### config.mk
export PLATFORM = sky130hd
export DESIGN_NAME = pwc_mul
export DESIGN_NICKNAME = d
export VERILOG_FILES = /design/src/design/pwc_pkg.sv /design/src/design/pwc_mul.sv
export SDC_FILE = /design/constraint.sdc
export NUM_CORES = 2
export LEC_CHECK = 0
export ABC_CLOCK_PERIOD_IN_PS = 11200
export BUFFER_PORTS_ARGS = -buffer_cell sky130_fd_sc_hd__buf_4
export CELL_PAD_IN_SITES_DETAIL_PLACEMENT = 0
export CELL_PAD_IN_SITES_GLOBAL_PLACEMENT = 2
export CORE_MARGIN = 2
export CORE_UTILIZATION = 40
export CTS_BUF_LIST = sky130_fd_sc_hd__clkbuf_16
export CTS_CLUSTER_DIAMETER = 200
export CTS_CLUSTER_SIZE = 28
export DETAILED_ROUTE_END_ITERATION = 12
export GPL_TIMING_DRIVEN = 0
export PLACE_DENSITY = 0.87
export SYNTH_ARGS = -nofsm -noshare
export SYNTH_HDL_FRONTEND = slang
export SYNTH_SLANG_ARGS = --single-unit
### constraint.sdc
create_clock -name clock -period 11.2 [get_ports clock]
set_clock_uncertainty 0.05 [all_clocks]
set_input_delay 2.24 -clock clock [delete_from_list [all_inputs] [get_ports clock]]
set_output_delay 2.24 -clock clock [all_outputs]
set_load 0.03 [all_outputs]
### src/design/pwc_pkg.sv
// Shared types, constants and arithmetic helpers of the particle wing collision block.
package pwc_pkg;

   localparam int FRAC_BITS = 16;
   localparam int A_W = 40;
   localparam int B_W = 34;
   localparam int P_W = A_W + B_W;
   localparam int REQ_W = 224;
   localparam int RSP_W = 224;

   localparam logic signed [A_W-1:0] PUSH_K =
      A_W'(((5 << FRAC_BITS) + 500) / 1000);
   localparam logic signed [B_W-1:0] DAMP_K =
      B_W'(((85 << FRAC_BITS) + 50) / 100);
   localparam logic signed [P_W-1:0] HALF_LSB = P_W'(1) <<< (FRAC_BITS - 1);
   localparam logic signed [P_W-1:0] S32_MAX = P_W'(2147483647);
   localparam logic signed [P_W-1:0] S32_MIN = ~S32_MAX;

   typedef enum logic [1:0] {
      CMD_LOAD  = 2'd0,
      CMD_STEP  = 2'd1,
      CMD_CLEAR = 2'd2,
      CMD_NONE  = 2'd3
   } cmd_type;

   typedef enum logic [2:0] {
      CSR_LEFT_X = 3'd0,
      CSR_BASE_Y = 3'd1,
      CSR_CHORD  = 3'd2,
      CSR_RECIP  = 3'd3,
      CSR_TAN    = 3'd4,
      CSR_SIN    = 3'd5,
      CSR_COS    = 3'd6
   } csr_idx_type;

   // round to nearest, halves upward
   function automatic logic signed [P_W-1:0] round_prod(input logic signed [P_W-1:0] v);
      round_prod = (v + HALF_LSB) >>> FRAC_BITS;
   endfunction

   function automatic logic signed [31:0] sat32(input logic signed [P_W-1:0] v);
      if (v > S32_MAX) begin
         sat32 = 32'sh7FFFFFFF;
      end else if (v < S32_MIN) begin
         sat32 = 32'sh80000000;
      end else begin
         sat32 = v[31:0];
      end
   endfunction

   function automatic logic signed [63:0] sat_sub64(input logic signed [63:0] a,
                                                     input logic signed [63:0] b);
      logic signed [64:0] diff;
      diff = 65'(a) - 65'(b);
      if (diff[64] != diff[63]) begin
         sat_sub64 = diff[64] ? {1'b1, 63'd0} : {1'b0, {63{1'b1}}};
      end else begin
         sat_sub64 = diff[63:0];
      end
   endfunction

endpackage

### src/design/pwc_mul.sv
// Shared signed multiplier with registered product.
module pwc_mul (
   input  logic                            clock,
   input  logic signed [pwc_pkg::A_W-1:0] mul_a,
   input  logic signed [pwc_pkg::B_W-1:0] mul_b,
   output logic signed [pwc_pkg::P_W-1:0] prod
);
   import pwc_pkg::*;
   logic signed [P_W-1:0] prod_ff;

   always_ff @(posedge clock) begin
      prod_ff <= P_W'(mul_a) * P_W'(mul_b);
   end

   assign prod = prod_ff;
endmodule

Word level (Yosys, flattened, before mapping)
Cells that the tools add are included.

storage, ports and cells
  register bits = 74
  input bits = 75
  output and inout bits = 74

operators by class
  multiply operators = 1

operator list
  kind                          count
  multiplier 40 x 34 -> 74 bit  1

Longest topological paths before layout
  depth after elaboration = 1
  gate-level depth with buffers = 30

Worst setup path after synthesis
No wires, ideal clock.

  path type = input to register
  from = input mul_a[39] in the netlist's numbering
  to = register prod_ff[73], in the netlist prod[73]
  data arrival time = 9.761 ns
  data required time = 11.034 ns
  setup slack = 1.273 ns
  stages = 25
  buffers on the path = 1
  cell sequence = clkbuf_1 > nand2_1 > inv_1 > fa_1 > inv_1 > fa_1 > inv_1 > fa_1 > fa_1 > inv_1 > fa_1 > fa_1 > inv_1 > fa_1 > fa_1 > ha_1 > a21o_1 > a21o_1 > a21o_1 > a31oi_1 > nor2_1 > a2111oi_1 > o31ai_2 > or4_1 > and4_1

between the ends
  cells in the longest elaborated chain, start to end = 1

RTL lines
  element                       RTL line       source
  from (decl)                   pwc_mul.sv:4   input logic signed [pwc_pkg::A_W-1:0] mul_a,
  multiplier 40 x 34 -> 74 bit  pwc_mul.sv:12  prod_ff <= P_W'(mul_a) * P_W'(mul_b);
  to (signal assigned)          pwc_mul.sv:12
  to (decl)                     pwc_mul.sv:9   logic signed [P_W-1:0] prod_ff;

Every way passes these cells.

Worst setup path after layout
  from = input mul_a[29] in the netlist's numbering
  to = register prod_ff[73], in the netlist prod[73]

The elaborated chain is that of the path after synthesis.

==> results.md <==
* Routing usage on met2 at 50.3%
* Vias per cell at 5.26
* Worst setup EP type: flip-flop
* Yosys reg bits at 74
* Hold Buf Count CTS at 0
* Worst-path clk slew at 100 ps
* Post-synth top area share at 58.9%
* Initial antenna violation count at 19
* Core Area at 0.121 mm^2
* Routed len/inst at 27.1 um
* Most used DFF post-synth: dfxtp_1
* CTS tree: yes
* Vias in the first global route at 39.8k
* Worst setup startpoint: mul_a[29]
* Final Wtd Congestion at 1.03
* Sinks on Clock Net at 74
* Row cnt at 128
* Die Ht at around 350 um
* GRT met1 Usage at 39.7%
* CP Max Fanout at 10
* Biggest area consumer among synthesized cells: fa_1
* Post-CTS Resized at 16
* DRC viols at 0
* Max-cap viol count at 0
* Worst Tran Pin Value at 1260 ps
* # IOs at between 100 and 150
* Unrepaired setup endpoints after global routing: false
* Top post-synthesis cells by area: fa_1 59%, inv_1 10%, nand2_1 6.9%
* Post-synth top cells: 1433 x fa_1, 1355 x inv_1, 896 x nand2_1
* Post-CTS Setup Bufs at 0
* Synthesized area per cell at 9.28 um^2
* Part of the cycle the worst path needs at 98.9%
* Number of synthesized flops with an enable pin at 0
* Result of the run: completed
* Seq. cell area at 0.00148 mm^2
* Die area at around 0.12 mm^2
* CTS Buf Count at 9
* Synthesis-to-finish area growth at 6.68%
* Setup tns final at 0 ps
* Ys Warns at 0
* H-Tree Depth at 3
* GRT busiest layer: met2
* Longest Clk Path Bufs at 2
* # fillers at 12.3k
* Mapped Cells at between 5k and 6k
* Final ANT Viol Nets at 0
* Port Buf Inserts at roughly 110
* Initial Util at between 40% and 50%
* Die extent in x at 353 um
* Sequential area share after synthesis at 3.04%
* Layout cells sized above 1 at between 3 and 4%
* DR pass1 iterations at 5
* Crit-path slowest cell: fa_1
* Fmax at 90.3 MHz
* Largest register FFs at 74
* Grt total ovfl at 0
* CP arrival at ~11000 ps
* Crit Path Category: primary input to flip-flop
* Crit path top cell by count: fa_1
* Initial DRC count at 2908
* Overall Global Routing Usage at 31.5%
* Synth unique cells at 73
* CP endpoint: prod[73]
* DP HPWL at 168000 um
* Worst setup SP type: primary input
* Post-Route WL at 190000 um
* Vias post-DR at 36.9k
* Netlist Area Pre-Place at 0.0487 mm^2
* CP required at 11480 ps
* Multi-input logic area at about 0.04 mm^2
* Largest net degree at the start of global routing at 22
* Fin nets at 7095
* Syn_nets at 6972
* Final hold vios at 0
* Min Tclk post-route at around 11000 ps
* Wire length of the first global-routing pass at 279000 um
* Most frequent cell after synthesis: fa_1
* # setup viols final at 0
* Max Slew Vio Count at 0
* Root Driver: clkbuf_16
* Relative slew slack at 15.9%
* Met3 GRT Util at roughly 6%
* Worst hold path class: primary input to flip-flop
* Ys async rst share at 0%
* CP peak stage delay at 700 ps
-- per-stage QoR --
| step | hold WS, ps | area (um^2) | setup WS (ps) | cells | util (%) |
|---|---|---|---|---|---|
| 2_1_floorplan | 2320 | 48700 | 1270 | 5248 | - |
| 3_3_place_gp | 2600 | 51600 | -1330 | 6986 | 42.6 |
| 3_5_place_dp | 2600 | 51600 | -1080 | 6987 | 42.6 |
| 4_1_cts | 2100 | 51900 | 33.7 | 7002 | 42.8 |
| 5_1_grt | 2130 | 51900 | 11.2 | 7001 | 42.8 |
| 6_report | 2130 | 52000 | 128 | 7013 | 42.9 |
-- critical path, delay by kind of cell --
family	cells	cell delay (ps)
adder cells (fa/ha/maj)	9	4590
buffers and inverters	6	1570
AND/OR/NAND/NOR	4	1270
AO/OA/AOI/OAI	6	1640
-- routing by layer --
metal  routed length (um)  share of wire (%)
met3                15000                7.9
met1                72800                 38
met5                    0                  0
met4                14400                7.5
met2                88100                 46
-- final cells by class --
class                      instances  share of cell area [%]
clock inverter                     7                  0.0891
clock buffer                       9                   0.433
tap                             1625                    3.91
buffer                           281                    2.15
timing repair buffer             114                    1.65
antenna                           12                  0.0578
sequential                        74                    2.85
inverter                        1355                    9.79
multi-input combinational       3536                    79.1
-- logic make-up (layout without fill, tap and decap cells) --
| group | after synthesis | after routing | share of synthesized area (%) |
|---|---|---|---|
| AND/OR/NAND/NOR | 1565 | 1565 | 15.1 |
| buffers and inverters | 1638 | 1766 | 12.7 |
| flip-flops | 74 | 74 | 3.04 |
| XOR/XNOR | 80 | 80 | 1.44 |
| AO/OA/AOI/OAI | 241 | 241 | 3.26 |
| other | 0 | 12 | 0 |
| multiplexers | 1 | 1 | 0.0206 |
| adder cells (fa/ha/maj) | 1649 | 1649 | 64.4 |
-- cell usage in the layout, fill, tap and decap left out, types with 4 or more instances in the layout --
master / Yosys / layout
o21bai_1: 19 / 19
a21oi_1: 72 / 71
xor2_1: 22 / 22
o21a_1: 9 / 9
xnor2_1: 58 / 58
o31ai_1: 4 / 4
a311oi_1: 6 / 6
buf_4: 1 / 115
a211oi_1: 4 / 4
clkbuf_16: 0 / 9
o211ai_1: 4 / 4
nand2_1: 896 / 896
nor2_1: 73 / 73
and4_1: 4 / 4
o21ai_0: 43 / 42
fa_1: 1433 / 1431
a21o_1: 34 / 34
nand3_1: 19 / 19
dfxtp_1: 74 / 74
diode_2: 0 / 12
nand4_1: 19 / 19
and2_1: 481 / 481
nor3_1: 11 / 10
a31oi_1: 8 / 8
nor2b_1: 7 / 7
inv_1: 1355 / 1356
ha_1: 216 / 215
clkbuf_2: 0 / 21
nand2b_1: 17 / 17
and3_1: 15 / 15
clkbuf_1: 274 / 249
-- worst min path at each step --
stage | end | start | cells after the start | slack (ps)
6_report | prod[0] | mul_a[0] | 2 | 2130
5_1_grt | prod[0] | mul_a[0] | 2 | 2130
4_1_cts | prod[0] | mul_a[0] | 2 | 2100
3_5_place_dp | prod[0] | mul_a[0] | 2 | 2600
3_3_place_gp | prod[0] | mul_a[0] | 2 | 2600
2_1_floorplan | prod[0] | mul_a[0] | 1 | 2320
Power is left out: the tool's default activity adds up to more than one toggle a clock period on the data nets, which glitch-free logic cannot reach.
